**src/sv/heat_diffusion_row_update_assert.svh**
```systemverilog
// assertion macros for the heat diffusion row update block
// expects aclk and aresetn in the scope of each use, no other dependencies
`ifndef HEAT_DIFFUSION_ROW_UPDATE_ASSERT_SVH
`define HEAT_DIFFUSION_ROW_UPDATE_ASSERT_SVH

// condition must hold in the same cycle as the trigger
`define HDRU_ASSERT_NOW(label, trig, cond, msg) \
    label: assert property (@(posedge aclk) disable iff (!aresetn) (trig) |-> (cond)) \
        else $error(msg);

// condition must hold in the cycle after the trigger
`define HDRU_ASSERT_NEXT(label, trig, cond, msg) \
    label: assert property (@(posedge aclk) disable iff (!aresetn) (trig) |=> (cond)) \
        else $error(msg);

`endif

```
**src/sv/hdru_pkg.sv**
```systemverilog
// shared constants and types for the heat diffusion row update block
// no dependencies; used by hdru_cell, hdru_mul and the top level
package hdru_pkg;

    localparam int VALUE_WIDTH_DEFAULT = 32;
    localparam int INDEX_WIDTH         = 16;
    localparam int ENERGY_WIDTH        = 48;
    localparam int GAIN_WIDTH          = 16;
    localparam int WIDTH_REG_WIDTH     = 32;
    localparam int DIGIT_WIDTH         = 16;
    localparam int FACTOR_WIDTH        = 2 * DIGIT_WIDTH;

    // configuration port
    localparam int CFG_INDEX_WIDTH = 8;
    localparam int CFG_DATA_WIDTH  = 32;

    localparam logic [CFG_INDEX_WIDTH-1:0] REG_DIFFUSION_GAIN = 8'd0;
    localparam logic [CFG_INDEX_WIDTH-1:0] REG_BOUNDARY_SCALE = 8'd1;
    localparam logic [CFG_INDEX_WIDTH-1:0] REG_CELL_WIDTH     = 8'd2;
    localparam logic [CFG_INDEX_WIDTH-1:0] REG_ROW_LENGTH     = 8'd3;

    localparam logic [GAIN_WIDTH-1:0]      RESET_DIFFUSION_GAIN = 16'd6554;
    localparam logic [GAIN_WIDTH-1:0]      RESET_BOUNDARY_SCALE = 16'd59578;
    localparam logic [WIDTH_REG_WIDTH-1:0] RESET_CELL_WIDTH     = 32'd6554;
    localparam logic [INDEX_WIDTH-1:0]     RESET_ROW_LENGTH     = 16'd1001;

    // shortest legal row, and its last position
    localparam logic [INDEX_WIDTH-1:0] MIN_ROW_LENGTH = 16'd3;
    localparam logic [INDEX_WIDTH-1:0] MIN_LAST_POS   = 16'd2;

    // half an lsb of a q.16 product, for round half away from zero
    localparam logic [DIGIT_WIDTH-1:0] ROUND_HALF = 16'h8000;

    typedef struct packed {
        logic start;
        logic two_digits;
    } mul_ctrl_t;

    typedef struct packed {
        logic busy;
        logic done;
    } mul_stat_t;

endpackage

```
**src/sv/hdru_cell.sv**
```systemverilog
// one sample cell of the stencil window; hands its sample to the next cell
// uses hdru_pkg only for the default of its width parameter
module hdru_cell #(
    parameter int WIDTH = hdru_pkg::VALUE_WIDTH_DEFAULT
) (
    input  logic                    aclk,
    input  logic                    shift_en,
    input  logic signed [WIDTH-1:0] data_in,
    output logic signed [WIDTH-1:0] data_out
);

    logic signed [WIDTH-1:0] sample_reg;

    always_ff @(posedge aclk) begin
        if (shift_en) begin
            sample_reg <= data_in;
        end
    end

    assign data_out = sample_reg;

endmodule

```
**src/sv/hdru_mul.sv**
```systemverilog
// digit-serial magnitude multiplier with q.16 rounding, 16 factor bits a cycle
// uses hdru_pkg for digit width, rounding constant and control structs
module hdru_mul #(
    parameter int MAG_WIDTH = 50
) (
    input  logic                                            aclk,
    input  logic                                            aresetn,
    input  hdru_pkg::mul_ctrl_t                             ctrl,
    input  logic [MAG_WIDTH-1:0]                            mag_in,
    input  logic [hdru_pkg::FACTOR_WIDTH-1:0]               factor_in,
    output hdru_pkg::mul_stat_t                             stat,
    output logic [MAG_WIDTH+hdru_pkg::DIGIT_WIDTH-1:0]      result
);

    localparam int DW        = hdru_pkg::DIGIT_WIDTH;
    localparam int FW        = hdru_pkg::FACTOR_WIDTH;
    localparam int PART_W    = MAG_WIDTH + DW;
    localparam int ACC_WIDTH = MAG_WIDTH + FW;

    logic [MAG_WIDTH-1:0] mag_reg;
    logic [FW-1:0]        fac_reg;
    logic [ACC_WIDTH-1:0] acc_reg;
    logic                 more_reg;
    logic                 busy_reg;
    logic                 done_reg;

    logic [PART_W-1:0]    part;
    logic [ACC_WIDTH-1:0] acc_next;
    logic [ACC_WIDTH-1:0] acc_round;

    // high digit first: acc = acc * 2^16 + mag * digit
    assign part     = PART_W'(mag_reg) * PART_W'(fac_reg[FW-1 -: DW]);
    assign acc_next = (acc_reg << DW) + ACC_WIDTH'(part);

    always_ff @(posedge aclk) begin
        if (!aresetn) begin
            busy_reg <= 1'b0;
            done_reg <= 1'b0;
        end else begin
            done_reg <= 1'b0;
            if (ctrl.start) begin
                busy_reg <= 1'b1;
            end else if (busy_reg && !more_reg) begin
                busy_reg <= 1'b0;
                done_reg <= 1'b1;
            end
        end
    end

    always_ff @(posedge aclk) begin
        if (ctrl.start) begin
            mag_reg  <= mag_in;
            acc_reg  <= '0;
            more_reg <= ctrl.two_digits;
            fac_reg  <= ctrl.two_digits ? factor_in : {factor_in[DW-1:0], {DW{1'b0}}};
        end else if (busy_reg) begin
            acc_reg  <= acc_next;
            more_reg <= 1'b0;
            fac_reg  <= fac_reg << DW;
        end
    end

    assign acc_round = acc_reg + ACC_WIDTH'(hdru_pkg::ROUND_HALF);
    assign result    = acc_round[ACC_WIDTH-1:DW];

    assign stat.busy = busy_reg;
    assign stat.done = done_reg;

endmodule

```
**src/sv/heat_diffusion_row_update.sv**
```systemverilog
// top level of the heat diffusion row update block (1d ftcs stencil)
// uses hdru_pkg, hdru_cell, hdru_mul and heat_diffusion_row_update_assert.svh

// One time row of a 1d heat grid streams in as signed q16.16 samples in index
// order; the next row streams out, one beat per grid point, with its index.
// Interior point i becomes r[i] + gain*(r[i+1] - 2*r[i] + r[i-1]), the left
// point is the new point 1 times boundary_scale, the right point passes through
// unchanged, and the final beat of a row (tlast) also carries the row energy,
// the sum of the new values times cell_width. Products round half away from
// zero; values saturate to VALUE_WIDTH bits, the energy to 48 bits. Samples at
// positions 0 and 1 of a row produce nothing. Each later sample blocks the input
// until it is done: it passes the single shared serial multiplier once, twice at
// position 2 (which also yields the left boundary), and once more at the last
// position of the row for the energy. That multiplier takes one 16 bit factor
// digit per cycle, and a stalled output side holds the block as well.
// Configuration writes are accepted in any cycle and are meant for idle time.
module heat_diffusion_row_update #(
    parameter int VALUE_WIDTH = hdru_pkg::VALUE_WIDTH_DEFAULT,
    localparam int S_TDATA_WIDTH = ((VALUE_WIDTH + 7) / 8) * 8,
    localparam int M_TDATA_WIDTH =
        ((VALUE_WIDTH + hdru_pkg::INDEX_WIDTH + hdru_pkg::ENERGY_WIDTH + 7) / 8) * 8
) (
    input  logic                                 aclk,
    input  logic                                 aresetn,
    // input stream
    input  logic                                 s_tvalid,
    output logic                                 s_tready,
    input  logic [S_TDATA_WIDTH-1:0]             s_tdata,   // prev_value
    // result stream
    output logic                                 m_tvalid,
    input  logic                                 m_tready,
    output logic [M_TDATA_WIDTH-1:0]             m_tdata,   // new_value, point_index, row_energy
    output logic                                 m_tlast,   // last_of_row
    // configuration writes
    input  logic                                 cfg_valid,
    output logic                                 cfg_ready,
    input  logic [hdru_pkg::CFG_INDEX_WIDTH-1:0] cfg_index,
    input  logic [hdru_pkg::CFG_DATA_WIDTH-1:0]  cfg_data
);

    localparam int IW        = hdru_pkg::INDEX_WIDTH;
    localparam int EW        = hdru_pkg::ENERGY_WIDTH;
    localparam int GW        = hdru_pkg::GAIN_WIDTH;
    localparam int CW        = hdru_pkg::WIDTH_REG_WIDTH;
    localparam int FW        = hdru_pkg::FACTOR_WIDTH;
    localparam int LAP_WIDTH = VALUE_WIDTH + 2;
    localparam int MAG_WIDTH = (LAP_WIDTH > EW) ? LAP_WIDTH : EW;
    localparam int RES_WIDTH = MAG_WIDTH + hdru_pkg::DIGIT_WIDTH;
    localparam int UW        = RES_WIDTH + 2;
    localparam int NUM_CELLS = 2;

    // saturation bounds at the wide update width
    localparam logic signed [UW-1:0] VMAX_U =
        {{(UW - VALUE_WIDTH + 1){1'b0}}, {(VALUE_WIDTH - 1){1'b1}}};
    localparam logic signed [UW-1:0] VMIN_U =
        {{(UW - VALUE_WIDTH + 1){1'b1}}, {(VALUE_WIDTH - 1){1'b0}}};
    localparam logic [EW-1:0] EMAX = {1'b0, {(EW - 1){1'b1}}};
    localparam logic [EW-1:0] EMIN = {1'b1, {(EW - 1){1'b0}}};
    localparam logic [RES_WIDTH-1:0] EMAX_R = {{(RES_WIDTH - EW + 1){1'b0}}, {(EW - 1){1'b1}}};
    localparam logic [RES_WIDTH-1:0] ENEG_R =
        {{(RES_WIDTH - EW){1'b0}}, 1'b1, {(EW - 1){1'b0}}};

    typedef enum logic [10:0] {
        ST_IDLE        = 11'b000_0000_0001,
        ST_GAIN_GO     = 11'b000_0000_0010,
        ST_GAIN_WAIT   = 11'b000_0000_0100,
        ST_LEFT_GO     = 11'b000_0000_1000,
        ST_LEFT_WAIT   = 11'b000_0001_0000,
        ST_OUT_LEFT    = 11'b000_0010_0000,
        ST_OUT_UPD     = 11'b000_0100_0000,
        ST_SUM_LAST    = 11'b000_1000_0000,
        ST_ENERGY_GO   = 11'b001_0000_0000,
        ST_ENERGY_WAIT = 11'b010_0000_0000,
        ST_OUT_LAST    = 11'b100_0000_0000
    } state_t;

    function automatic logic signed [VALUE_WIDTH-1:0] sat_value(input logic signed [UW-1:0] x);
        logic signed [VALUE_WIDTH-1:0] y;
        if (x > VMAX_U) begin
            y = VMAX_U[VALUE_WIDTH-1:0];
        end else if (x < VMIN_U) begin
            y = VMIN_U[VALUE_WIDTH-1:0];
        end else begin
            y = x[VALUE_WIDTH-1:0];
        end
        return y;
    endfunction

    state_t state_reg, state_next;

    // configuration registers
    logic [GW-1:0] diffusion_gain_reg;
    logic [GW-1:0] boundary_scale_reg;
    logic [CW-1:0] cell_width_reg;
    logic [IW-1:0] row_length_reg;

    // row bookkeeping
    logic [IW-1:0] count_reg;
    logic [IW-1:0] idx_reg;
    logic          last_reg;
    logic          at_left_reg;

    // datapath registers
    logic signed [LAP_WIDTH-1:0]   lap_reg;
    logic signed [VALUE_WIDTH-1:0] upd_reg, upd_next;
    logic signed [VALUE_WIDTH-1:0] left_reg, left_next;
    logic signed [EW-1:0]          energy_sum_reg;
    logic [EW-1:0]                 energy_reg, energy_next;

    // output register
    logic                          m_tvalid_reg;
    logic signed [VALUE_WIDTH-1:0] out_value_reg;
    logic [IW-1:0]                 out_index_reg;
    logic                          out_last_reg;
    logic [EW-1:0]                 out_energy_reg;

    logic                          accept;
    logic                          out_free;
    logic                          load_out;
    logic signed [VALUE_WIDTH-1:0] cur_sample;
    logic signed [VALUE_WIDTH-1:0] cell_data [NUM_CELLS];
    logic signed [VALUE_WIDTH-1:0] cell_in   [NUM_CELLS];
    logic [IW-1:0]                 last_pos;
    logic                          last_now;
    logic signed [LAP_WIDTH-1:0]   lap_now;

    // shared multiplier hookup
    hdru_pkg::mul_ctrl_t           mul_ctrl;
    hdru_pkg::mul_stat_t           mul_stat;
    logic [MAG_WIDTH-1:0]          mul_mag;
    logic [FW-1:0]                 mul_factor;
    logic [RES_WIDTH-1:0]          mul_result;
    logic                          mul_neg;
    logic signed [RES_WIDTH:0]     r_pos;
    logic signed [RES_WIDTH:0]     r_signed;

    logic [LAP_WIDTH-1:0]          lap_mag;
    logic [VALUE_WIDTH-1:0]        upd_mag;
    logic [EW-1:0]                 esum_mag;

    // energy accumulator input
    logic                          acc_en;
    logic signed [VALUE_WIDTH-1:0] acc_val;
    logic signed [EW:0]            acc_sum;
    logic signed [EW-1:0]          acc_sat;

    assign accept     = s_tvalid && s_tready;
    assign s_tready   = (state_reg == ST_IDLE);
    assign cfg_ready  = 1'b1;
    assign out_free   = !m_tvalid_reg || m_tready;
    assign cur_sample = s_tdata[VALUE_WIDTH-1:0];  // bits above the value are dropped

    // ---------------------------------------------------------------------
    // sample window: cell 0 holds the newest sample, cell 1 the one before
    // ---------------------------------------------------------------------
    assign cell_in[0] = cur_sample;
    assign cell_in[1] = cell_data[0];

    for (genvar g = 0; g < NUM_CELLS; g++) begin : g_window
        hdru_cell #(
            .WIDTH    (VALUE_WIDTH)
        ) u_cell (
            .aclk     (aclk),
            .shift_en (accept),
            .data_in  (cell_in[g]),
            .data_out (cell_data[g])
        );
    end

    // laplacian taken as the sample arrives, before the window shifts
    assign lap_now = LAP_WIDTH'(cur_sample) - (LAP_WIDTH'(cell_data[0]) <<< 1)
                   + LAP_WIDTH'(cell_data[1]);

    // short rows behave as three points; a shrunk length ends the row at once
    assign last_pos = (row_length_reg < hdru_pkg::MIN_ROW_LENGTH) ?
                      hdru_pkg::MIN_LAST_POS : row_length_reg - 1'b1;
    assign last_now = (count_reg >= last_pos);

    // ---------------------------------------------------------------------
    // configuration
    // ---------------------------------------------------------------------
    always_ff @(posedge aclk) begin
        if (!aresetn) begin
            diffusion_gain_reg <= hdru_pkg::RESET_DIFFUSION_GAIN;
            boundary_scale_reg <= hdru_pkg::RESET_BOUNDARY_SCALE;
            cell_width_reg     <= hdru_pkg::RESET_CELL_WIDTH;
            row_length_reg     <= hdru_pkg::RESET_ROW_LENGTH;
        end else if (cfg_valid && cfg_ready) begin
            case (cfg_index)
                hdru_pkg::REG_DIFFUSION_GAIN: diffusion_gain_reg <= cfg_data[GW-1:0];
                hdru_pkg::REG_BOUNDARY_SCALE: boundary_scale_reg <= cfg_data[GW-1:0];
                hdru_pkg::REG_CELL_WIDTH:     cell_width_reg     <= cfg_data[CW-1:0];
                hdru_pkg::REG_ROW_LENGTH:     row_length_reg     <= cfg_data[IW-1:0];
                default: begin
                    // unknown register index, write dropped
                end
            endcase
        end
    end

    // ---------------------------------------------------------------------
    // multiplier operand selection and result signs
    // ---------------------------------------------------------------------
    assign lap_mag  = lap_reg[LAP_WIDTH-1] ? (LAP_WIDTH'(0) - lap_reg) : lap_reg;
    assign upd_mag  = upd_reg[VALUE_WIDTH-1] ? (VALUE_WIDTH'(0) - upd_reg) : upd_reg;
    assign esum_mag = energy_sum_reg[EW-1] ? (EW'(0) - energy_sum_reg) : energy_sum_reg;

    always_comb begin
        mul_ctrl.start      = 1'b0;
        mul_ctrl.two_digits = 1'b0;
        mul_mag             = '0;
        mul_factor          = '0;
        case (state_reg)
            ST_GAIN_GO: begin
                mul_ctrl.start = 1'b1;
                mul_mag        = MAG_WIDTH'(lap_mag);
                mul_factor     = FW'(diffusion_gain_reg);
            end
            ST_LEFT_GO: begin
                mul_ctrl.start = 1'b1;
                mul_mag        = MAG_WIDTH'(upd_mag);
                mul_factor     = FW'(boundary_scale_reg);
            end
            ST_ENERGY_GO: begin
                mul_ctrl.start      = 1'b1;
                mul_ctrl.two_digits = 1'b1;
                mul_mag             = MAG_WIDTH'(esum_mag);
                mul_factor          = cell_width_reg;
            end
            default: begin
                mul_ctrl.start = 1'b0;
            end
        endcase
    end

    hdru_mul #(
        .MAG_WIDTH (MAG_WIDTH)
    ) u_mul (
        .aclk      (aclk),
        .aresetn   (aresetn),
        .ctrl      (mul_ctrl),
        .mag_in    (mul_mag),
        .factor_in (mul_factor),
        .stat      (mul_stat),
        .result    (mul_result)
    );

    // sign of whatever is in the multiplier, read from its still-held source
    always_comb begin
        case (state_reg)
            ST_GAIN_WAIT:   mul_neg = lap_reg[LAP_WIDTH-1];
            ST_LEFT_WAIT:   mul_neg = upd_reg[VALUE_WIDTH-1];
            ST_ENERGY_WAIT: mul_neg = energy_sum_reg[EW-1];
            default:        mul_neg = 1'b0;
        endcase
    end

    assign r_pos    = signed'({1'b0, mul_result});
    assign r_signed = mul_neg ? -r_pos : r_pos;

    // interior update uses the centre sample, now in cell 1
    assign upd_next  = sat_value(UW'(cell_data[1]) + UW'(r_signed));
    assign left_next = sat_value(UW'(r_signed));

    always_comb begin
        if (mul_neg) begin
            energy_next = (mul_result > ENEG_R) ? EMIN : (EW'(0) - mul_result[EW-1:0]);
        end else begin
            energy_next = (mul_result > EMAX_R) ? EMAX : mul_result[EW-1:0];
        end
    end

    // ---------------------------------------------------------------------
    // running energy sum, saturating, fed once per emitted point
    // ---------------------------------------------------------------------
    always_comb begin
        acc_en  = 1'b0;
        acc_val = cell_data[0];
        case (state_reg)
            ST_OUT_LEFT: begin
                acc_en  = out_free;
                acc_val = left_reg;
            end
            ST_OUT_UPD: begin
                acc_en  = out_free;
                acc_val = upd_reg;
            end
            ST_SUM_LAST: begin
                acc_en  = 1'b1;
                acc_val = cell_data[0];
            end
            default: begin
                acc_en = 1'b0;
            end
        endcase
    end

    assign acc_sum = (EW + 1)'(energy_sum_reg) + (EW + 1)'(acc_val);
    assign acc_sat = (acc_sum[EW] != acc_sum[EW-1]) ?
                     (acc_sum[EW] ? signed'(EMIN) : signed'(EMAX)) : acc_sum[EW-1:0];

    // ---------------------------------------------------------------------
    // sequencer
    // ---------------------------------------------------------------------
    always_comb begin
        state_next = state_reg;
        case (state_reg)
            ST_IDLE: begin
                if (accept) begin
                    if (count_reg >= hdru_pkg::MIN_LAST_POS) begin
                        state_next = ST_GAIN_GO;
                    end else if (last_now) begin
                        state_next = ST_SUM_LAST;
                    end
                end
            end
            ST_GAIN_GO: state_next = ST_GAIN_WAIT;
            ST_GAIN_WAIT: begin
                if (mul_stat.done) begin
                    state_next = at_left_reg ? ST_LEFT_GO : ST_OUT_UPD;
                end
            end
            ST_LEFT_GO: state_next = ST_LEFT_WAIT;
            ST_LEFT_WAIT: begin
                if (mul_stat.done) begin
                    state_next = ST_OUT_LEFT;
                end
            end
            ST_OUT_LEFT: begin
                if (out_free) begin
                    state_next = ST_OUT_UPD;
                end
            end
            ST_OUT_UPD: begin
                if (out_free) begin
                    state_next = last_reg ? ST_SUM_LAST : ST_IDLE;
                end
            end
            ST_SUM_LAST:  state_next = ST_ENERGY_GO;
            ST_ENERGY_GO: state_next = ST_ENERGY_WAIT;
            ST_ENERGY_WAIT: begin
                if (mul_stat.done) begin
                    state_next = ST_OUT_LAST;
                end
            end
            ST_OUT_LAST: begin
                if (out_free) begin
                    state_next = ST_IDLE;
                end
            end
            default: state_next = ST_IDLE;
        endcase
    end

    assign load_out = out_free && ((state_reg == ST_OUT_LEFT) || (state_reg == ST_OUT_UPD) ||
                                   (state_reg == ST_OUT_LAST));

    always_ff @(posedge aclk) begin
        if (!aresetn) begin
            state_reg      <= ST_IDLE;
            count_reg      <= '0;
            energy_sum_reg <= '0;
            m_tvalid_reg   <= 1'b0;
        end else begin
            state_reg <= state_next;
            if (accept) begin
                count_reg <= last_now ? '0 : count_reg + 1'b1;
            end
            // the row's final beat restarts the sum for the next row
            if ((state_reg == ST_OUT_LAST) && out_free) begin
                energy_sum_reg <= '0;
            end else if (acc_en) begin
                energy_sum_reg <= acc_sat;
            end
            if (load_out) begin
                m_tvalid_reg <= 1'b1;
            end else if (m_tready) begin
                m_tvalid_reg <= 1'b0;
            end
        end
    end

    // datapath and result payload, no reset needed
    always_ff @(posedge aclk) begin
        if (accept) begin
            lap_reg     <= lap_now;
            idx_reg     <= count_reg;
            last_reg    <= last_now;
            at_left_reg <= (count_reg == hdru_pkg::MIN_LAST_POS);
        end
        if ((state_reg == ST_GAIN_WAIT) && mul_stat.done) begin
            upd_reg <= upd_next;
        end
        if ((state_reg == ST_LEFT_WAIT) && mul_stat.done) begin
            left_reg <= left_next;
        end
        if ((state_reg == ST_ENERGY_WAIT) && mul_stat.done) begin
            energy_reg <= energy_next;
        end
        if (load_out) begin
            case (state_reg)
                ST_OUT_LEFT: begin
                    out_value_reg  <= left_reg;
                    out_index_reg  <= '0;
                    out_last_reg   <= 1'b0;
                    out_energy_reg <= '0;
                end
                ST_OUT_UPD: begin
                    out_value_reg  <= upd_reg;
                    out_index_reg  <= idx_reg - 1'b1;
                    out_last_reg   <= 1'b0;
                    out_energy_reg <= '0;
                end
                default: begin
                    // right end passes the raw sample through
                    out_value_reg  <= cell_data[0];
                    out_index_reg  <= idx_reg;
                    out_last_reg   <= 1'b1;
                    out_energy_reg <= energy_reg;
                end
            endcase
        end
    end

    // result beat packing: new_value, point_index, row_energy from bit 0 up
    always_comb begin
        m_tdata = '0;
        m_tdata[VALUE_WIDTH-1:0]        = out_value_reg;
        m_tdata[VALUE_WIDTH +: IW]      = out_index_reg;
        m_tdata[VALUE_WIDTH + IW +: EW] = out_energy_reg;
    end

    assign m_tvalid = m_tvalid_reg;
    assign m_tlast  = out_last_reg;

    // ---------------------------------------------------------------------
    // checks
    // ---------------------------------------------------------------------
`include "heat_diffusion_row_update_assert.svh"

    `HDRU_ASSERT_NOW(a_ready_mul_idle, s_tready, !mul_stat.busy, "input ready while multiplier busy")
    `HDRU_ASSERT_NOW(a_done_in_wait, mul_stat.done, (state_reg == ST_GAIN_WAIT) || (state_reg == ST_LEFT_WAIT) || (state_reg == ST_ENERGY_WAIT), "multiplier result with no consumer")
    `HDRU_ASSERT_NOW(a_sum_clear_at_row_start, (state_reg == ST_IDLE) && (count_reg == '0), energy_sum_reg == '0, "energy sum not cleared at row start")
    `HDRU_ASSERT_NEXT(a_last_beat_ends_row, (state_reg == ST_OUT_LAST) && out_free, m_tlast && (count_reg == '0), "row end beat without row restart")

endmodule

```
**config.mk**
```make
export PLATFORM = sky130hd
export DESIGN_NAME = heat_diffusion_row_update
export DESIGN_NICKNAME = d
export VERILOG_FILES = /design/src/sv/hdru_pkg.sv /design/src/sv/hdru_cell.sv /design/src/sv/hdru_mul.sv /design/src/sv/heat_diffusion_row_update.sv
export VERILOG_INCLUDE_DIRS = /design/src /design/src/sv
export SDC_FILE = /design/constraint.sdc
export NUM_CORES = 2
export LEC_CHECK = 0
export ABC_CLOCK_PERIOD_IN_PS = 15300
export BUFFER_PORTS_ARGS = -buffer_cell sky130_fd_sc_hd__buf_2
export CAP_MARGIN = 10
export CORE_ASPECT_RATIO = 0.8
export CORE_MARGIN = 3
export CORE_UTILIZATION = 65
export CTS_CLUSTER_SIZE = 8
export DETAILED_ROUTE_END_ITERATION = 8
export PLACE_DENSITY = 0.94
export SLEW_MARGIN = 20
export SYNTH_ARGS = -nofsm -noshare
export SYNTH_HDL_FRONTEND = slang
export SYNTH_SLANG_ARGS = --single-unit
```
**constraint.sdc**
```tcl
create_clock -name aclk -period 15.3 [get_ports aclk]
set_input_delay 0.765 -clock aclk [delete_from_list [all_inputs] [get_ports aclk]]
set_output_delay 0.765 -clock aclk [all_outputs]
set_load 0.1 [all_outputs]
```
==> metrics.txt <==
overall die area=105000 µm²; clock transition at the registers of the reported paths=0.05 ns; most common cell in the synthesized netlist=nand2_1; most utilized layer in the global route result=met2; type of destination of the critical path=flip-flop; non-filler cells in the finished layout=8675; CTS Hold Bufs=0; Clock Tree Root=clkbuf_16; Clock Tree Buf Depth=3; top cell type's share of synthesized area=22.2%; path category of the worst min-delay check=in2reg; wire length per cell after detailed routing=24.8 µm; CP Max Fanout=26; setup violators final=0; initial antenna violation count=7; minimum clock period after layout=9.50 ns; main flop type after synthesis=edfxtp_1; TritonCTS sink count=644; Area Growth Syn to Fin=6.57%; synthesized net count=8465; effective utilization at floorplan=65.9%; placement row count=103; register area share after synthesis=25.9%; number of nets in the final layout=8422; endpoint arrival time on the critical path=10.00 ns; TritonCTS buffer count=92; buffer count from post-CTS setup fixing=0; headroom to the max-slew limit=20.7%; element type at the critical path start=flip-flop; first-pass detailed-route iteration total=7; ratio of cells with drive above 1 in the final layout=5.99%; biggest area contributors in the synthesized netlist=fa_1 (22%), edfxtp_1 (19%), dfxtp_1 (7.3%); GR met1 Demand/Resource=55.0%; max-cap violation count=0; number of flip-flops in the largest register=80; worst skew pair latency=0.67 ns; synthesized cell area=65400 µm²; average footprint of a synthesized cell=8.92 µm²; Post-synth EDFFs=406; Residual DRC=0; Least-Margin Pin Slew=1.19 ns; vias after detailed routing=57200; count of fill cells added during filler insertion=7172; gr usage total=41.0%; wire length reported by the detailed router=215 mm; outcome=complete, no violations; Unique masters post-synth=96; horizontal die dimension=361 µm; met3 global-route usage=13.5%; global-route wire length before repair=329 mm; H-tree levels=3; Max IR drop VDD=0.000214 V; setup repair after global routing missed its margin=no; type of the worst setup path=reg2reg; grt met2 use=58.8%; cell count after synthesis=7337; top achievable clock speed=105 MHz; smallest hold slack=0.302 ns; pin count of the biggest net entering global routing=81; I/O pin count=177; final worst-path cycle share=62.1%; largest clock skew in the final design=0.0428 ns; worst-case setup margin in the final layout=5.80 ns; share of flip-flops with an asynchronous set or reset=0%; total count of hold-check failures in the final report=0; total congestion overflow after global routing=0; last weighted congestion value of the routability-driven placer=1.07; average vias per placed instance=6.59; core region area=99200 µm²; Post-Place Setup Slack=6.15 ns; CTS tree=built; count of input and output buffers=175; Setup Total Neg Slack=0 ns; die outline height=290 µm; number of gates given a new drive strength after cts=0; Lkg Pwr=31.4 nW; cell taking the most area after synthesis=fa_1; final slew viol count=0; HPWL after DPL=161 mm; DRT iter0 DRCs=8286; data required time at the worst endpoint=15.80 ns; final antenna-violating net count=0; via count of the first global-routing pass=56700; flop and latch count out of synthesis=644; Yosys warning total=0; cell types with the highest counts after synthesis=nand2_1 (1104), inv_1 (953), fa_1 (724); cell area power density=142 nW/µm²; Cell Count Post-Placement=8512
==> layout make-up <==
type,count,area (µm²),area share (%)
Antenna cell,3,7.51,0.0108
Clock buffer,152,2580,3.70
Clock inverter,8,119,0.170
Inverter,955,3590,5.15
Multi-Input combinational cell,5366,43500,62.4
Sequential cell,644,17000,24.3
Tap cell,1312,1640,2.35
Timing Repair Buffer,235,1330,1.90
==> per-layer routing <==
| metal | up-vias | part of all wire, % |
|---|---|---|
| li1 | 24300 | - |
| met1 | 27300 | 36 |
| met2 | 4703 | 41 |
| met3 | 961 | 16 |
| met4 | 8 | 6.9 |
| met5 | - | 0.093 |
==> worst paths after layout <==
check	start	end	slack (ns)	depth (start not counted)
max	u_mul.fac_reg[18]	u_mul.acc_reg[78]	5.80	27
max reg2reg	u_mul.fac_reg[18]	u_mul.acc_reg[78]	5.80	27
min reg2reg	boundary_scale_reg[9]	boundary_scale_reg[9]	0.46	2
min	s_tdata[13]	g_window[0].u_cell.data_out[13]	0.30	1
==> logic make-up (layout without fill, tap and decap cells) <==
| logic type | Yosys count | after routing | share of synthesized area (%) |
|---|---|---|---|
| and+or+nand+nor | 2446 | 2446 | 17.6 |
| AOI/OAI and AO/OA | 1331 | 1331 | 13.0 |
| buffers and inverters | 1327 | 1350 | 7.73 |
| adders and majority gates | 1053 | 1053 | 28.4 |
| DFF | 644 | 644 | 25.9 |
| xor gates and xnor gates | 462 | 462 | 6.20 |
| muxes | 73 | 73 | 1.12 |
| other | 1 | 4 | 0.00573 |
==> report_power, final <==
part / internal [W] / leakage (nW) / switching (W) / total [W]
clock network: 0.00114 / 1.28 / 0.000804 / 0.00195
registers: 0.00221 / 5.84 / 0.000406 / 0.00262
logic: 0.00177 / 24.2 / 0.00359 / 0.00536
total: 0.00513 / 31.4 / 0.00480 / 0.00993
==> per-stage QoR <==
stage / instance area (µm²) / utilization, % / total power (W)
after floorplan: 65400 / - / 0.00623
after global placement: 67000 / 67.5 / 0.00754
after detailed placement: 67000 / 67.5 / 0.00770
after CTS: 69700 / 70.3 / 0.00966
after global routing: 69700 / 70.3 / 0.0104
final: 69700 / 70.3 / 0.00993
==> cell usage in the layout, fill, tap and decap left out, types with 38 or more instances in the layout <==
cell	count
nand2_1	1102
inv_1	951
fa_1	724
edfxtp_1	406
nor2_1	376
a21oi_1	369
o21ai_0	330
ha_1	327
xnor2_1	282
and2_1	264
dfxtp_1	237
xor2_1	179
buf_2	175
nand3_1	147
a21o_1	137
and3_1	101
clkbuf_16	94
nor3_1	91
a22oi_1	76
mux2i_1	73
nand4_1	69
buf_4	60
clkbuf_1	57
a31oi_1	54
nor4_1	50
o31ai_1	49
nand2b_1	46
nor2b_1	38
==> worst max-delay path, stage by stage, from the launching register on <==
cell       delay [ns]
edfxtp_1         1.00
buf_4            0.53
nand2_1          0.16
fa_1             0.58
inv_1            0.07
fa_1             0.50
inv_1            0.07
fa_1             0.49
inv_1            0.05
fa_1             0.47
fa_1             0.55
fa_1             0.51
ha_1             0.43
and3_1           0.26
nand2_1          0.09
nor3_1           0.32
nand3_1          0.16
a2111oi_0        0.38
nor2_1           0.23
a31oi_1          0.42
nor3_1           0.14
o31ai_1          0.57
a21oi_1          0.13
o21ai_0          0.32
o211ai_1         0.27
nor4_1           0.37
xnor2_1          0.16
a21oi_1          0.08
Note: power is estimated with default switching activity, not from simulation.
